## src/hw/rtl/sipa_pkg.sv

```systemverilog
// ----------------------------------------------------------------------------
// sipa_pkg
// Shared widths, register indexes and types of the split image pixel
// address unit.
// ----------------------------------------------------------------------------
`default_nettype none

package sipa_pkg;

  localparam int COORD_BITS = 16;
  localparam int FIELD_W    = 16;
  localparam int XW         = COORD_BITS + 1;
  localparam int PROD_W     = XW + COORD_BITS;
  localparam int POS_W      = PROD_W + 1;
  localparam int PPS_W      = 24;
  localparam int SEG_BITS   = 8;
  localparam int OUT_SEG_W  = 8;
  localparam int RW         = PPS_W + SEG_BITS;
  localparam int CMP_W      = ((POS_W > RW) ? POS_W : RW) + 1;
  localparam int CFG_W      = 32;
  localparam int CFG_IDX_W  = 3;

  localparam logic [CFG_IDX_W-1:0] REG_MODE   = 3'd0;
  localparam logic [CFG_IDX_W-1:0] REG_CROP   = 3'd1;
  localparam logic [CFG_IDX_W-1:0] REG_VIS    = 3'd2;
  localparam logic [CFG_IDX_W-1:0] REG_FULL   = 3'd3;
  localparam logic [CFG_IDX_W-1:0] REG_LWIN   = 3'd4;
  localparam logic [CFG_IDX_W-1:0] REG_UWIN   = 3'd5;
  localparam logic [CFG_IDX_W-1:0] REG_USL    = 3'd6;
  localparam logic [CFG_IDX_W-1:0] REG_PPS    = 3'd7;

  localparam int MODE_MIRROR_X = 0;
  localparam int MODE_MIRROR_Y = 1;
  localparam int MODE_SPLIT    = 2;

  // Rising edges from the accepting edge to the edge that takes the result
  localparam int LATENCY = 6 + SEG_BITS;

  typedef struct packed {
    logic          valid;
    logic          mapped;
    logic [RW-1:0] rem;
  } div_in_t;

  typedef struct packed {
    logic                valid;
    logic                mapped;
    logic [SEG_BITS-1:0] quot;
    logic [PPS_W-1:0]    rem;
  } div_out_t;

  function automatic logic [COORD_BITS-1:0] lo_coord(input logic [CFG_W-1:0] r);
    return r[COORD_BITS-1:0];
  endfunction

  function automatic logic [COORD_BITS-1:0] hi_coord(input logic [CFG_W-1:0] r);
    return r[FIELD_W +: COORD_BITS];
  endfunction

endpackage

`default_nettype wire

```

## src/hw/rtl/split_image_pixel_address_unit.sv

```systemverilog
// ----------------------------------------------------------------------------
// split_image_pixel_address_unit
// Maps a view coordinate to a segment number and an offset in that segment.
// ----------------------------------------------------------------------------
// Throughput: one coordinate per cycle; busy stays low, and the 14-stage
// pipeline (5 address stages, 8 divider stages, result register) advances
// every cycle.
// Reset clears the pipeline valid bits and loads the register defaults.
// ----------------------------------------------------------------------------
`default_nettype none

module split_image_pixel_address_unit (
  input  wire logic                           clk,
  input  wire logic                           rst_n,
  input  wire logic                           start,
  output logic                                busy,
  input  wire logic [sipa_pkg::FIELD_W-1:0]   in_column,
  input  wire logic [sipa_pkg::FIELD_W-1:0]   in_line,
  output logic                                out_strobe,
  output logic                                out_inside_res,
  output logic [sipa_pkg::OUT_SEG_W-1:0]      out_segment_index,
  output logic [sipa_pkg::PPS_W-1:0]          out_segment_offset,
  input  wire logic                           cfg_valid,
  output logic                                cfg_ready,
  input  wire logic [sipa_pkg::CFG_IDX_W-1:0] cfg_index,
  input  wire logic [sipa_pkg::CFG_W-1:0]     cfg_data
);
  import sipa_pkg::*;

  // Configuration registers
  logic [2:0]       mode_r;
  logic [CFG_W-1:0] crop_r, vis_r, full_r, lwin_r, uwin_r;
  logic [15:0]      usl_r;
  logic [PPS_W-1:0] pps_r;

  assign cfg_ready = 1'b1;
  assign busy      = 1'b0;

  always_ff @(posedge clk) begin
    if (!rst_n) begin
      mode_r <= '0;
      crop_r <= '0;
      vis_r  <= '0;
      full_r <= '0;
      lwin_r <= '0;
      uwin_r <= '0;
      usl_r  <= '0;
      pps_r  <= PPS_W'(1);
    end else if (cfg_valid && cfg_ready) begin
      unique case (cfg_index)
        REG_MODE: mode_r <= cfg_data[2:0];
        REG_CROP: crop_r <= cfg_data;
        REG_VIS:  vis_r  <= cfg_data;
        REG_FULL: full_r <= cfg_data;
        REG_LWIN: lwin_r <= cfg_data;
        REG_UWIN: uwin_r <= cfg_data;
        REG_USL:  usl_r  <= cfg_data[15:0];
        REG_PPS:  pps_r  <= cfg_data[PPS_W-1:0];
      endcase
    end
  end

  logic [COORD_BITS-1:0] full_cols, full_lines, up_east;
  assign full_cols  = lo_coord(full_r);
  assign full_lines = hi_coord(full_r);
  assign up_east    = lo_coord(uwin_r);

  // Stage 1: view check and crop shift
  logic          s1_v_r, s1_out_r;
  logic [XW-1:0] s1_x_r, s1_y_r;
  logic [COORD_BITS-1:0] in_x, in_y;
  assign in_x = in_column[COORD_BITS-1:0];
  assign in_y = in_line[COORD_BITS-1:0];

  // Stage 2: mirroring
  logic          s2_v_r, s2_out_r;
  logic [XW-1:0] s2_x_r, s2_y_r;
  logic          s2_out_nxt;
  logic [XW-1:0] s2_x_nxt, s2_y_nxt;

  always_comb begin
    s2_out_nxt = s1_out_r;
    s2_x_nxt   = s1_x_r;
    s2_y_nxt   = s1_y_r;
    if (mode_r[MODE_MIRROR_X]) begin
      if (s1_x_r >= XW'(full_cols)) s2_out_nxt = 1'b1;
      s2_x_nxt = XW'(full_cols) - s1_x_r - XW'(1);
    end
    if (mode_r[MODE_MIRROR_Y]) begin
      if (s1_y_r >= XW'(full_lines)) s2_out_nxt = 1'b1;
      s2_y_nxt = XW'(full_lines) - s1_y_r - XW'(1);
    end
  end

  // Stage 3: split window selection and stride
  logic                  s3_v_r, s3_out_r;
  logic [XW-1:0]         s3_x_r, s3_y_r;
  logic [COORD_BITS-1:0] s3_stride_r;
  logic                  s3_out_nxt, upper;
  logic [XW-1:0]         s3_x_nxt;
  logic [COORD_BITS-1:0] s3_stride_nxt, east, west, usl;

  assign usl   = usl_r[COORD_BITS-1:0];
  assign upper = (usl != '0) && (s2_y_r >= (XW'(usl) - XW'(1)));
  assign east  = upper ? up_east : lo_coord(lwin_r);
  assign west  = upper ? hi_coord(uwin_r) : hi_coord(lwin_r);

  always_comb begin
    s3_out_nxt    = s2_out_r;
    s3_x_nxt      = s2_x_r;
    s3_stride_nxt = full_cols;
    if (mode_r[MODE_SPLIT]) begin
      if (s2_x_r < XW'(east) || s2_x_r > XW'(west)) s3_out_nxt = 1'b1;
      if (full_cols <= up_east) s3_out_nxt = 1'b1;
      s3_x_nxt      = s2_x_r - XW'(east);
      s3_stride_nxt = full_cols - up_east - COORD_BITS'(1);
    end
  end

  // Stage 4: row multiply
  logic              s4_v_r, s4_out_r;
  logic [XW-1:0]     s4_x_r;
  logic [PROD_W-1:0] s4_prod_r;

  // Stage 5: linear position and range check
  logic             s5_v_r, s5_in_r;
  logic [RW-1:0]    s5_rem_r;
  logic [POS_W-1:0] pos;
  logic             ovf;
  assign pos = POS_W'(s4_prod_r) + POS_W'(s4_x_r);
  assign ovf = CMP_W'(pos) >= (CMP_W'(pps_r) << SEG_BITS);

  always_ff @(posedge clk) begin
    if (!rst_n) begin
      s1_v_r <= 1'b0;
      s2_v_r <= 1'b0;
      s3_v_r <= 1'b0;
      s4_v_r <= 1'b0;
      s5_v_r <= 1'b0;
    end else begin
      s1_v_r <= start && !busy;
      s2_v_r <= s1_v_r;
      s3_v_r <= s2_v_r;
      s4_v_r <= s3_v_r;
      s5_v_r <= s4_v_r;
    end
  end

  always_ff @(posedge clk) begin
    s1_out_r    <= (in_x >= lo_coord(vis_r)) || (in_y >= hi_coord(vis_r));
    s1_x_r      <= XW'(in_x) + XW'(lo_coord(crop_r));
    s1_y_r      <= XW'(in_y) + XW'(hi_coord(crop_r));
    s2_out_r    <= s2_out_nxt;
    s2_x_r      <= s2_x_nxt;
    s2_y_r      <= s2_y_nxt;
    s3_out_r    <= s3_out_nxt;
    s3_x_r      <= s3_x_nxt;
    s3_y_r      <= s2_y_r;
    s3_stride_r <= s3_stride_nxt;
    s4_out_r    <= s3_out_r;
    s4_x_r      <= s3_x_r;
    s4_prod_r   <= PROD_W'(s3_y_r) * PROD_W'(s3_stride_r);
    s5_in_r     <= !(s4_out_r || ovf || (pps_r == '0));
    s5_rem_r    <= RW'(pos);
  end

  // Segment division
  div_in_t  div_in;
  div_out_t div_out;
  assign div_in.valid  = s5_v_r;
  assign div_in.mapped = s5_in_r;
  assign div_in.rem    = s5_rem_r;

  sipa_divider u_div (
    .clk   (clk),
    .rst_n (rst_n),
    .pps   (pps_r),
    .din   (div_in),
    .dout  (div_out)
  );

  // Result register
  logic                 out_strobe_r, out_inside_r;
  logic [OUT_SEG_W-1:0] out_index_r;
  logic [PPS_W-1:0]     out_offset_r;

  always_ff @(posedge clk) begin
    if (!rst_n) begin
      out_strobe_r <= 1'b0;
    end else begin
      out_strobe_r <= div_out.valid;
    end
  end

  always_ff @(posedge clk) begin
    out_inside_r <= div_out.mapped;
    out_index_r  <= div_out.mapped ? OUT_SEG_W'(div_out.quot) : '0;
    out_offset_r <= div_out.mapped ? div_out.rem : '0;
  end

  assign out_strobe         = out_strobe_r;
  assign out_inside_res     = out_inside_r;
  assign out_segment_index  = out_index_r;
  assign out_segment_offset = out_offset_r;

endmodule

`default_nettype wire

```

## src/hw/rtl/sipa_divider.sv

```systemverilog
// ----------------------------------------------------------------------------
// sipa_divider
// Pipelined restoring divider, one quotient bit per stage.
// ----------------------------------------------------------------------------
`default_nettype none

module sipa_divider (
  input  wire logic                       clk,
  input  wire logic                       rst_n,
  input  wire logic [sipa_pkg::PPS_W-1:0] pps,
  input  wire sipa_pkg::div_in_t          din,
  output sipa_pkg::div_out_t              dout
);
  import sipa_pkg::*;

  logic                v_r   [SEG_BITS+1];
  logic                ins_r [SEG_BITS+1];
  logic [RW-1:0]       rem_r [SEG_BITS+1];
  logic [SEG_BITS-1:0] q_r   [SEG_BITS+1];

  assign v_r[0]   = din.valid;
  assign ins_r[0] = din.mapped;
  assign rem_r[0] = din.rem;
  assign q_r[0]   = '0;

  for (genvar i = 0; i < SEG_BITS; i++) begin : g_stage
    localparam int K = SEG_BITS - 1 - i;
    logic [RW-1:0] dsh;
    logic          ge;

    assign dsh = RW'(pps) << K;
    assign ge  = rem_r[i] >= dsh;

    always_ff @(posedge clk) begin
      if (!rst_n) begin
        v_r[i+1] <= 1'b0;
      end else begin
        v_r[i+1] <= v_r[i];
      end
    end

    always_ff @(posedge clk) begin
      ins_r[i+1]    <= ins_r[i];
      rem_r[i+1]    <= ge ? (rem_r[i] - dsh) : rem_r[i];
      q_r[i+1]      <= q_r[i] | (SEG_BITS'(ge) << K);
    end
  end

  assign dout.valid  = v_r[SEG_BITS];
  assign dout.mapped = ins_r[SEG_BITS];
  assign dout.quot   = q_r[SEG_BITS];
  assign dout.rem    = rem_r[SEG_BITS][PPS_W-1:0];

endmodule

`default_nettype wire

```

## config.mk

```make
export PLATFORM = sky130hd
export DESIGN_NAME = split_image_pixel_address_unit
export DESIGN_NICKNAME = d
export VERILOG_FILES = /design/src/hw/rtl/sipa_pkg.sv /design/src/hw/rtl/split_image_pixel_address_unit.sv /design/src/hw/rtl/sipa_divider.sv
export SDC_FILE = /design/constraint.sdc
export NUM_CORES = 2
export LEC_CHECK = 0
export BUFFER_PORTS_ARGS = -buffer_cell sky130_fd_sc_hd__buf_2
export CORE_ASPECT_RATIO = 1.5
export CORE_MARGIN = 2
export CORE_UTILIZATION = 55
export CTS_BUF_LIST = sky130_fd_sc_hd__clkbuf_4 sky130_fd_sc_hd__clkbuf_8
export CTS_CLUSTER_DIAMETER = 30
export DETAILED_ROUTE_END_ITERATION = 12
export GPL_ROUTABILITY_DRIVEN = 0
export PLACE_DENSITY = 0.83
export SYNTH_ARGS = -nofsm -noshare
export SYNTH_HDL_FRONTEND = slang
export SYNTH_HIERARCHICAL = 1
export SYNTH_SLANG_ARGS = --single-unit
```

## constraint.sdc

```tcl
create_clock -name clk -period 8.8 [get_ports clk]
set_input_delay 1.32 -clock clk [delete_from_list [all_inputs] [get_ports clk]]
set_output_delay 1.32 -clock clk [all_outputs]
set_load 0.005 [all_outputs]
```

==> impl_results.md <==
* CTS sink cnt at 747
* Final hold viol count at 0
* Post-Synth Simple-Gate Area at 16.7%
* Final core utilization at 60.4%
* Most common cell after layout, fill and taps aside: nand2_1
* Worst-Margin Slew at 1.35 ns
* Class of the worst hold path: flop to flop
* Post-synthesis compound-gate area fraction at 17.7%
* Mean Syn Cell Area at 8.62 µm²
* Worst setup SP type: flop
* GR Overflow Total at 0
* CP max stage delay at 0.74 ns
* Largest family of logic cells by synthesized area: adder cells
* Critical Path RT at 9.54 ns
* Die height at 374 µm
* YS warnings at 6
* DRC Markers at 0
* Hold buffer count at CTS at 0
* Die area at 93700 µm²
* H-tree Lvls at 4
* Final Max Tran Viols at 0
* Core area at 90400 µm²
* PwrDens at 297 nW/µm²
* Leakage power at 23.9 nW
* Synthesized cell area at 50200 µm²
* Die Span X at 251 µm
* Root Driver: clkbuf_8
* Share of cells above drive strength 1 at 8.40%
* DRT Pass-1 Iters at 5
* Cells along the critical path: nand2_1, fa_1, inv_1, fa_1, inv_1, fa_1, inv_1, fa_1, fa_1, fa_1, ha_1, a21o_1, a21o_1, a2111oi_0, nor3_1, o31ai_1, a2111oi_0, a211oi_1, xnor2_1
* Met1 Usage GRT at 26.2%
* Mux cell area share after synthesis at 2.31%
* Clock insertion delay at the later pin of the skew report at 0.84 ns
* Initial antenna violation count at 9
* Post-synth cell types at 101
* Crit path max-delay family: adder cells
* Fill cell count at 7384
* Pre-CTS setup slack at 2.26 ns
* Number of routed nets with antenna violations at 0
* Buf/Inv on CP at 3
* Setup TNS Final at 0 ns
* Setup violations, final at 0
* CP Class: flop to flop
* Arrival @ worst endpoint at 7.37 ns
* Seq/Total Area, Yosys at 29.8%
* RSZ-0062 raised after global routing: no
* Area share of fa/ha/maj cells after synthesis at 22.2%
* Dominant synthesized flop cell: dfxtp_1
* GRT Util Overall at 28.5%
* Post-CTS setup buffer count at 0
* Yosys reg bits at 747
* CTS tree: built
* Area leader, netlist: dfxtp_1
* Crit path max fanout at 16
* Core Rows at 135
* Final WS setup at 2.17 ns
* CP Capture Type: flop
* Worst VDD drop at 0.000191 V
* DR iter-0 viols at 2510
* Largest cells by area after synthesis: dfxtp_1 30%, ha_1 13%, fa_1 8.9%
* Vias in the first global route at 43800
* Cts bufs inserted at 142
* Clock transition at the registers of the reported paths at 0.06 ns
* Number of synthesized flops with an enable pin at 0
* Wire per inst at 18.6 µm
* Area fraction of the dominant cell type after synthesis at 29.8%
* Layout Skew at 0.0391 ns
* Cells after Synth at 5821
* Final nets at 6694
* Run status: finished, final reports clean
* Final worst path period need at 6.63 ns
* Vias post-DR at 42200
* Grt met2 use at 50.9%
* Total I/O pin count at 107
* CTS resizes at 0
* Synth Area in XOR/XNOR at 5.46%
* Syn_nets at 6647
* Max stage delay cell, worst path: dfxtp_1
* Most frequent cells in the layout: 884 x nand2_1, 746 x dfxtp_1, 532 x ha_1
* Area grow syn2layout at 8.92%
* GR met3 Demand/Resource at 6.15%
* Max-Cap Viols at 0
* Cell mode on critical path: fa_1
* Via density at 5.90
* Worst slew margin at 9.25%
* Clock buffer depth at 3
* Port-buffer cells at 104
* Fin crit share at 75.4%
* Ys async rst share at 0%
* Max Clock Freq at 0.151 GHz
* Largest net degree at the start of global routing at 115
* GRT busiest layer: met2
* Final wirelength at 133000 µm
* Initial Util at 55.5%
* Detailed Place HPWL at 100000 µm
* First-pass GRT wire length at 214000 µm
worst register-to-register path, stage by stage (launching register included):
cell       delay, ns
dfxtp_1         0.74
nand2_1         0.18
fa_1            0.58
inv_1           0.06
fa_1            0.54
inv_1           0.06
fa_1            0.50
inv_1           0.06
fa_1            0.48
fa_1            0.52
fa_1            0.49
ha_1            0.37
a21o_1          0.17
a21o_1          0.19
a2111oi_0       0.44
nor3_1          0.16
o31ai_1         0.36
a2111oi_0       0.17
a211oi_1        0.31
xnor2_1         0.17
state kept, by name, indices dropped and copies added (netlist names), 24 cells and up:
name                count
u_div/q_r              28
crop_r                 32
vis_r                  32
s5_rem_r               32
lwin_r                 32
out_segment_offset     24
uwin_r                 32
u_div/rem_r           224
full_r                 32
s4_prod_r              33
u_div/dout             34
pps_r                  24
path summary, 6_finish.rpt:
check        slack, ns             to           from  cells after the start
min               0.31  u_div/q_r[22]  u_div/q_r[30]                      0
max reg2reg       2.17  s4_prod_r[31]     s3_y_r[12]                     19
max               2.17  s4_prod_r[31]     s3_y_r[12]                     19
min reg2reg       0.31  u_div/q_r[22]  u_div/q_r[30]                      0
cell usage after synthesis (10+ instances only):
master,instances
o21ai_0,254
o31a_1,16
xor2_1,123
fa_1,223
mux2i_1,54
nand3b_1,11
o41ai_1,10
a211o_1,12
nand2b_1,40
nor3_1,96
nand4_1,50
and2_1,159
inv_1,501
a21oi_1,333
o211ai_1,19
nor2_1,275
xnor2_1,188
a31o_2,11
o21a_1,46
a31oi_1,41
ha_1,532
buf_2,12
a2111oi_0,10
a211oi_1,51
or3_1,17
nand3_1,84
o31ai_1,26
mux2_2,52
nand2_1,884
a21boi_0,207
nor2b_1,63
o21ai_1,33
nor4_1,37
and3_1,36
buf_4,39
o2111ai_1,13
or2_2,15
dfxtp_1,747
o21bai_1,41
a21o_1,131
clkbuf_1,162
cell type report:
class	count	area [µm²]	share of cell area [%]
Timing Repair Buffer	129	711	1.30
Sequential cell	747	15000	27.4
Clock inverter	72	901	1.65
Multi-Input combinational cell	4345	32300	59.2
Antenna cell	3	7.51	0.0137
Tap cell	1164	1460	2.67
Inverter	503	1890	3.46
Clock buffer	181	2380	4.35
routing by layer:
| metal | vias to the layer above | share of wire [%] |
|---|---|---|
| li1 | 20000 | - |
| met1 | 19900 | 33 |
| met2 | 1596 | 50 |
| met3 | 671 | 5.9 |
| met4 | 12 | 11 |
| met5 | - | 0.064 |
where the power goes:
part | switching [mW] | leakage [nW] | internal [mW]
clock | 1.64 | 1.67 | 2.24
sequential | 0.531 | 6.19 | 4.29
combinational | 4.33 | 16.0 | 3.19
cell families after synthesis:
family | count (synthesis)
buf+inv | 729
xor+xnor | 312
compound gates | 1351
fa+ha+maj | 755
other cells | 2
flops | 747
simple gates | 1816
mux | 109
per-stage QoR:
step	hold WS (ns)	area (µm²)	instances	power [mW]
4_1_cts	0.308	54600	7141	16.1
5_1_grt	0.313	54600	7143	17.3
2_1_floorplan	0.310	50200	5821	10.5
6_report	0.307	54600	7144	16.2
3_5_place_dp	0.312	51300	6888	12.1
3_3_place_gp	0.310	51300	6888	11.9
Note: power is estimated with default switching activity, not from simulation.
